[config.mk]
export PLATFORM = sky130hd
export DESIGN_NAME = rwfe_emit
export DESIGN_NICKNAME = d
export VERILOG_FILES = /design/src/rtl/rwfe_pkg.sv /design/src/rtl/rwfe_emit.sv
export SDC_FILE = /design/constraint.sdc
export NUM_CORES = 1
export LEC_CHECK = 0
export BUFFER_PORTS_ARGS = -buffer_cell sky130_fd_sc_hd__clkbuf_2
export CAP_MARGIN = 5
export CELL_PAD_IN_SITES_DETAIL_PLACEMENT = 1
export CELL_PAD_IN_SITES_GLOBAL_PLACEMENT = 2
export CORE_AREA = 2 2 426 217
export DETAILED_ROUTE_END_ITERATION = 16
export DIE_AREA = 0 0 428 219
export GPL_ROUTABILITY_DRIVEN = 1
export PLACE_DENSITY = 0.72
export SLEW_MARGIN = 20
export SYNTH_ARGS = -nofsm -noshare
export SYNTH_HDL_FRONTEND = slang
export SYNTH_SLANG_ARGS = --single-unit
[constraint.sdc]
create_clock -name clk_i -period 1.75 [get_ports clk_i]
set_clock_uncertainty 0.1 [all_clocks]
set_input_delay 0.0875 -clock clk_i [delete_from_list [all_inputs] [get_ports clk_i]]
set_output_delay 0.0875 -clock clk_i [all_outputs]
set_load 0.03 [all_outputs]
[src/rtl/rwfe_pkg.sv]
// Package for the Rabin window feature extractor: sizes, register indexes,
// coefficient tables and the T/U polynomial table functions. No dependencies.
package rwfe_pkg;

  localparam int WindowBytes = 48;
  localparam int MaxFeatures = 12;
  localparam int WinW = $clog2(WindowBytes);
  localparam int FeatW = 4;
  localparam logic [63:0] RabinPoly = 64'hbfe6b8a5bf378d83;
  localparam int Deg = 63;
  localparam int TopShift = Deg - 8;

  localparam logic [0:0] CfgMode = 1'b0;
  localparam logic [0:0] CfgCount = 1'b1;

  typedef logic [63:0] word_t;

  function automatic logic [15:0] coef_a(input logic [3:0] j);
    case (j)
      4'd0: coef_a = 16'd31;   4'd1: coef_a = 16'd53;
      4'd2: coef_a = 16'd23;   4'd3: coef_a = 16'd71;
      4'd4: coef_a = 16'd17;   4'd5: coef_a = 16'd43;
      4'd6: coef_a = 16'd3;    4'd7: coef_a = 16'd19;
      4'd8: coef_a = 16'd79;   4'd9: coef_a = 16'd83;
      4'd10: coef_a = 16'd41;  4'd11: coef_a = 16'd73;
      default: coef_a = 16'd0;
    endcase
  endfunction

  function automatic logic [15:0] coef_b(input logic [3:0] j);
    case (j)
      4'd0: coef_b = 16'd6197;   4'd1: coef_b = 16'd17851;
      4'd2: coef_b = 16'd8093;   4'd3: coef_b = 16'd13613;
      4'd4: coef_b = 16'd691;    4'd5: coef_b = 16'd5471;
      4'd6: coef_b = 16'd20369;  4'd7: coef_b = 16'd29717;
      4'd8: coef_b = 16'd18493;  4'd9: coef_b = 16'd2251;
      4'd10: coef_b = 16'd17033; 4'd11: coef_b = 16'd17443;
      default: coef_b = 16'd0;
    endcase
  endfunction

  // x * 2 mod P (degree 63 field)
  function automatic word_t xtime(input word_t v);
    word_t r;
    r = v << 1;
    if (r[Deg]) r = r ^ RabinPoly;
    return r;
  endfunction

  // carry-less 8-bit by field-element product, reduced; elaboration only
  function automatic word_t mulmod8(input logic [7:0] x, input word_t y);
    word_t acc;
    word_t p;
    acc = '0;
    p = y;
    for (int i = 0; i < 8; i++) begin
      if (x[i]) acc = acc ^ p;
      p = xtime(p);
    end
    return acc;
  endfunction

  function automatic word_t t_one();
    return RabinPoly ^ (word_t'(1) << Deg);
  endfunction

  function automatic word_t tab_t(input logic [7:0] j);
    return mulmod8(j, t_one()) | (word_t'(j) << Deg);
  endfunction

  function automatic word_t span_val();
    word_t s;
    s = word_t'(1);
    for (int k = 1; k < WindowBytes; k++) begin
      s = (s << 8) ^ tab_t(s[TopShift +: 8]);
    end
    return s;
  endfunction

  localparam word_t Span = span_val();

  typedef word_t tab_arr_t [256];

  function automatic tab_arr_t build_t();
    tab_arr_t a;
    for (int j = 0; j < 256; j++) a[j] = tab_t(8'(j));
    return a;
  endfunction

  function automatic tab_arr_t build_u();
    tab_arr_t a;
    for (int j = 0; j < 256; j++) a[j] = mulmod8(8'(j), Span);
    return a;
  endfunction

  localparam tab_arr_t TabT = build_t();
  localparam tab_arr_t TabU = build_u();

  typedef struct packed {
    logic       valid;
    logic       last;
    logic       mode;
    logic [3:0] count;
  } step_ctl_t;

endpackage

[src/rtl/rwfe_emit.sv]
// Feature emitter: walks a captured set of maxima onto the output channel.
// Uses rwfe_pkg. Busy while emitting; pipeline stalls on a second snapshot.
module rwfe_emit (
  input  logic                clk_i,
  input  logic                rst_ni,
  input  logic                load_i,
  input  rwfe_pkg::step_ctl_t ctl_i,
  input  rwfe_pkg::word_t     val_i [rwfe_pkg::MaxFeatures],
  output logic                busy_o,
  output logic                out_valid_o,
  input  logic                out_stall_i,
  output logic [3:0]          feature_index_o,
  output logic [63:0]         feature_value_o,
  output logic                last_feature_o
);

  rwfe_pkg::word_t vals_q [rwfe_pkg::MaxFeatures];
  logic [3:0] idx_q, n_q;
  logic       act_q;
  logic       fin;

  assign fin = act_q && !out_stall_i && (idx_q + 1'b1 == n_q);
  assign busy_o = act_q && !fin;

  always_ff @(posedge clk_i) begin
    if (load_i) for (int j = 0; j < rwfe_pkg::MaxFeatures; j++) vals_q[j] <= val_i[j];
  end

  always_ff @(posedge clk_i or negedge rst_ni) begin
    if (!rst_ni) begin
      act_q <= 1'b0;
      idx_q <= '0;
      n_q <= 4'd1;
    end else if (load_i) begin
      act_q <= 1'b1;
      idx_q <= '0;
      n_q <= ctl_i.mode ? ctl_i.count : 4'd1;
    end else if (act_q && !out_stall_i) begin
      idx_q <= idx_q + 1'b1;
      if (fin) act_q <= 1'b0;
    end
  end

  assign out_valid_o = act_q;
  assign feature_index_o = idx_q;
  assign feature_value_o = vals_q[idx_q];
  assign last_feature_o = (idx_q + 1'b1 == n_q);

endmodule
==> results.cfg, run 1 <==
[logic_synthesis]
synth.distinct_cells = 39
synth_top_family_by_area = multiplexers
synthFlopType = edfxtp_1
synth_common_cells = 768 x edfxtp_1, 129 x mux2i_1, 128 x mux2_2
synth_edf_count = 768
async_flop_share = 0.0116
syn_nets = 2259
synth_simple_gate_area_frac = 0.0116
synthMuxAreaShare = 0.138
ys_seq_area_frac = 0.769
yosysWarnings = 0
synth_top_area_frac = 0.762
yosys.area_share.xor_xnor = 0.00231
synth_compound_area_frac = 0.0589
netlist_area_um2 = 30300
syn_area_per_cell_um2 = 20.5
synth_top_area_cell = edfxtp_1
ys_top_cells_by_area = edfxtp_1 76%, mux2_2 4.8%, mux4_2 4.8%
ys_ff_latch = 777
synth_most_common_cell = edfxtp_1
synthCells = 1479
synthAdderAreaFrac = 0.000413

[cts]
cts_hold_buf = 748
cts_buffers = 75
clockBufferDepth = 3
cts-resized-gates = 190
h-tree-depth = 3
numClockSinks = 777
root_buffer = clkbuf_16
postCtsSetupBuffers = 4

[placed_design]
place_area_um2 = 37900
gp_congestion = 0.859
port_buffers = 847
hpwlAfterDp_um = 76000
preCtsSetupSlack_ns = -0.487

[floorplan]
boundaryPins = 850
die_y_um = 219
fp.dieW_um = 428
initial_utilization = 0.337
rows = 78

[status]
error = [ERROR RSZ-0060] Max buffer count reached.
stop_stage = 4_1_cts
status = stopped before the end
[through the flow]
stage	hold slack (ns)	cells
2_1_floorplan	-0.308	1479
3_3_place_gp	-0.121	3597
3_5_place_dp	-0.115	3597
[cells by family after synthesis]
kind of cell / after synthesis
flops: 777
mux: 321
compound gates: 200
buf+inv: 90
simple gates: 82
xor+xnor: 8
fa+ha+maj: 1
==> run 2: changes to the inputs <==
--- a/config.mk
+++ b/config.mk
@@ -7,13 +7,11 @@
 export LEC_CHECK = 0
 export BUFFER_PORTS_ARGS = -buffer_cell sky130_fd_sc_hd__clkbuf_2
 export CAP_MARGIN = 5
-export CELL_PAD_IN_SITES_DETAIL_PLACEMENT = 1
-export CELL_PAD_IN_SITES_GLOBAL_PLACEMENT = 2
-export CORE_AREA = 2 2 426 217
+export CORE_AREA = 2 2 335 337
 export DETAILED_ROUTE_END_ITERATION = 16
-export DIE_AREA = 0 0 428 219
+export DIE_AREA = 0 0 337 339
 export GPL_ROUTABILITY_DRIVEN = 1
-export PLACE_DENSITY = 0.72
+export PLACE_DENSITY_LB_ADDON = 0.15
 export SLEW_MARGIN = 20
 export SYNTH_ARGS = -nofsm -noshare
 export SYNTH_HDL_FRONTEND = slang
==> constraint.sdc (replaced) <==
create_clock -name clk_i -period 2.3 [get_ports clk_i]
set_clock_uncertainty 0.1 [all_clocks]
set_input_delay 0.115 -clock clk_i [delete_from_list [all_inputs] [get_ports clk_i]]
set_output_delay 0.115 -clock clk_i [all_outputs]
set_load 0.03 [all_outputs]
==> results.cfg, run 2 <==
[cells_and_area]
mostFrequentLayoutCells = 781 x dlygate4sd3_1, 779 x clkbuf_2, 768 x edfxtp_1
seqCellArea_um2 = 23300
drive_gt1_frac = 0.436
final_nets = 4046
fill_cells = 9848
area_growth_pct = 65.0
top_register = vals_q
multi_input_area_um2 = 6940
final_common_cell = dlygate4sd3_1
largest_reg_flops = 768

[power]
p_leak_uw = 0.0191
ir_drop_mv = 0.669
clkPwrFrac = 0.365
power.total_uw = 38700
p_per_area_nw_per_um2 = 775
internal-power_uw = 29000
comb_power_share = 0.192
switchingPower_uw = 9730
power_frac_seq = 0.443
sw_frac_of_total = 0.251

[logic_synthesis]
netlist_area_um2 = 30300
synth_top_area_cell = edfxtp_1
synth_top_area_frac = 0.762
yosysWarnings = 0
ys_seq_area_frac = 0.769
ys_top_cells_by_area = edfxtp_1 76%, mux2_2 4.8%, mux4_2 4.8%
synth_edf_count = 768
syn_area_per_cell_um2 = 20.5
syn_nets = 2259
synth_most_common_cell = edfxtp_1
synth.distinct_cells = 39
synthCells = 1479
synthFlopType = edfxtp_1
synth_common_cells = 768 x edfxtp_1, 129 x mux2i_1, 128 x mux2_2
ys_ff_latch = 777
async_flop_share = 0.0116

[critical_path]
r2r_slack_ns = 0.13
worstSetupEndpoint = busy_o
r2r_cells = 6
critical_path.reg2reg.startpoint = feature_index_o[0]$_DFFE_PN0P_
worstPathMaxFanout = 3
startpoint = feature_index_o[0]$_DFFE_PN0P_
worstPathArrival_ns = 2.62
critical_path_required_ns = 2.09
critPathLaunchType = flip-flop
rr_endpoint = out_valid_o$_DFFE_PN0P_
end_kind = primary output
path_class = flip-flop to primary output

[floorplan]
initial_utilization = 0.274
boundaryPins = 850
die-area_um2 = 114000
rows = 122
die_y_um = 339
core_um2 = 110000
fp.dieW_um = 337

[cts]
root_buffer = clkbuf_16
cts_tree = yes
h-tree-depth = 3
insertion_delay_ns = 0.66
cts_buffers = 89
clockBufferDepth = 3
numClockSinks = 777
clk_pin_slew_ns = 0.06

[route]
drtIter0Drc = 1217
first_pass_iters = 5
wirelength_um = 113000
wl_per_cell_um = 23.3
drc = 0
via_count = 21300
ant_nets = 0
viasPerCell = 4.39

[timing]
fmax_mhz = 353
fin_crit_ns = 2.84
rsz0062_at_grt = true
relSlewSlack = 0.547
fin_ws_ns = -0.535
timing.final.crit_share = 1.23
setup_viol = 66
worst_pin_slew_ns = 0.680
hold_viol = 0
drv_slew = 0

[global_routing]
grt_pass1_wl_um = 152000
grt_use_total = 0.184
antenna_found_initial = 26
grt_pass1_vias = 23500
grt_max_degree = 75
grt_overflow = 0

[placed_design]
hpwlAfterDp_um = 72100
port_buffers = 847
preCtsSetupSlack_ns = -0.318
gp_congestion = 0.802

[run]
drv_cap = 0

[status]
violations = setup timing
status = finished with violations

[worst_hold_path]
hp-class = input pin to flip-flop
-- run 2: how the worst min path moves through the flow --
| stage | startpoint | end | slack (ns) | cells past startpoint |
|---|---|---|---|---|
| global placement | rst_ni | n_q[2]$_DFFE_PN0P_ | -0.09 | 1 |
| floorplan | rst_ni | feature_index_o[0]$_DFFE_PN0P_ | -0.28 | 0 |
| detailed placement | rst_ni | n_q[3]$_DFFE_PN0P_ | -0.09 | 1 |
| CTS | val_i[435] | vals_q[5][51]$_DFFE_PP_ | 0.004 | 2 |
| finish | val_i[525] | vals_q[3][13]$_DFFE_PP_ | 0.07 | 2 |
| global route | val_i[750] | vals_q[0][46]$_DFFE_PP_ | 0.03 | 2 |
-- run 2: through the flow --
| stage | util | instances | cell area [um^2] | TNS [ns] | hold slack [ns] |
|---|---|---|---|---|---|
| floorplan | - | 1479 | 30300 | 0 | -0.281 |
| global placement | 0.334 | 3807 | 36900 | -0.245 | -0.0894 |
| global route | 0.453 | 4845 | 49900 | -33.98 | 0.0325 |
| detailed placement | 0.334 | 3807 | 36900 | -0.318 | -0.0947 |
| CTS | 0.443 | 4784 | 48800 | -33.71 | 0.00383 |
| finish | 0.453 | 4851 | 50000 | -27.13 | 0.0672 |
-- run 2: logic make-up (layout without fill, tap and decap cells) --
group | Yosys count | in the layout | share of synthesized area
AOI/OAI and AO/OA | 200 | 200 | 0.0589
xor gates and xnor gates | 8 | 8 | 0.00231
adders and majority gates | 1 | 1 | 0.000413
buffers and inverters | 90 | 1951 | 0.0200
DFF | 777 | 777 | 0.769
muxes | 321 | 321 | 0.138
other | 0 | 23 | 0
and+or+nand+nor | 82 | 82 | 0.0116
-- run 2: worst max-delay path, stage by stage (launching register included) --
cell      delay, ns
dfrtp_4        0.50
buf_8          0.15
buf_12         0.12
ha_4           0.22
xor2_2         0.18
or3_1          0.36
o31a_1         0.26
clkbuf_8       0.17
-- run 2: routing by layer --
layer  vias up  GRT usage  part of all wire
li1       9723          -                 -
met1     10600      0.216              0.40
met2       770      0.329              0.51
met3       168     0.0403             0.058
met4        10     0.0620             0.027
met5         -          0           0.00057
-- run 2: final cells by class --
type                            instances  area share
Timing Repair Buffer                 1783       0.298
Sequential cell                       777       0.466
Clock inverter                         53      0.0105
Multi-Input combinational cell        612       0.139
Inverter                                3    0.000225
Tap cell                             1488      0.0373
Antenna cell                           23     0.00115
Clock buffer                          112      0.0472
-- run 2: what timing repair did --
item,in CTS,in global routing
gates cloned,8,19
setup buffers,23,28
hold endpoints to repair,814,0
pin swaps,10,28
hold buffers,781,0
endpoints found under the setup margin,66,66
gates resized for setup,174,127
-- run 2: power by group through the flow --
| stage | Clock [uW] | Sequential [uW] | Combinational (uW) |
|---|---|---|---|
| after floorplan | 0 | 17300 | 2650 |
| after detailed placement | 0 | 17500 | 5030 |
| after global placement | 0 | 17400 | 4990 |
| final | 14100 | 17200 | 7430 |
| after CTS | 14500 | 17200 | 7110 |
| after global routing | 15000 | 17300 | 7850 |
(Power assumes the default switching activity.)
==> run 3: changes to the inputs <==
--- a/config.mk
+++ b/config.mk
@@ -7,9 +7,10 @@
 export LEC_CHECK = 0
 export BUFFER_PORTS_ARGS = -buffer_cell sky130_fd_sc_hd__clkbuf_2
 export CAP_MARGIN = 5
-export CORE_AREA = 2 2 335 337
+export CORE_AREA = 2 2 332 334
+export CTS_BUF_LIST = sky130_fd_sc_hd__clkbuf_8 sky130_fd_sc_hd__clkbuf_16
 export DETAILED_ROUTE_END_ITERATION = 16
-export DIE_AREA = 0 0 337 339
+export DIE_AREA = 0 0 334 336
 export GPL_ROUTABILITY_DRIVEN = 1
 export PLACE_DENSITY_LB_ADDON = 0.15
 export SLEW_MARGIN = 20
==> results.cfg, run 3 <==
[status]
status = stopped before the end
stop_stage = 4_1_cts
error = [ERROR RSZ-0060] Max buffer count reached.

[logic_synthesis]
syn_nets = 2259
ys_ff_latch = 777
ys_top_cells_by_area = edfxtp_1 76%, mux2_2 4.8%, mux4_2 4.8%
yosysWarnings = 0
synthCells = 1479
synth_most_common_cell = edfxtp_1
synth_top_area_frac = 0.762
synth_edf_count = 768
synth_top_area_cell = edfxtp_1
syn_area_per_cell_um2 = 20.5
async_flop_share = 0.0116
synth.distinct_cells = 39
netlist_area_um2 = 30300
synthFlopType = edfxtp_1
synth_common_cells = 768 x edfxtp_1, 129 x mux2i_1, 128 x mux2_2
ys_seq_area_frac = 0.769

[placed_design]
port_buffers = 847
gp_congestion = 0.811
place_area_um2 = 36800
hpwlAfterDp_um = 70600
dp_cells = 3730

[cts]
cts-resized-gates = 186
cts_hold_buf = 790
postCtsSetupBuffers = 38
root_buffer = clkbuf_16
clockBufferDepth = 3
cts_buffers = 89
numClockSinks = 777
h-tree-depth = 3

[floorplan]
fp.dieW_um = 334
initial_utilization = 0.279
die_y_um = 336
boundaryPins = 850
rows = 121
[run 3: cell families after synthesis]
| group | after synthesis | share of synthesized area |
|---|---|---|
| AO/OA/AOI/OAI | 200 | 0.0589 |
| XOR/XNOR | 8 | 0.00231 |
| flip-flops | 777 | 0.769 |
| adder cells (fa/ha/maj) | 1 | 0.000413 |
| buffers and inverters | 90 | 0.0200 |
| multiplexers | 321 | 0.138 |
| AND/OR/NAND/NOR | 82 | 0.0116 |
[run 3: through the flow]
step / util / setup WS [ns]
after floorplan: - / 0.0318
after global placement: 0.339 / -0.0673
after detailed placement: 0.339 / -0.0611
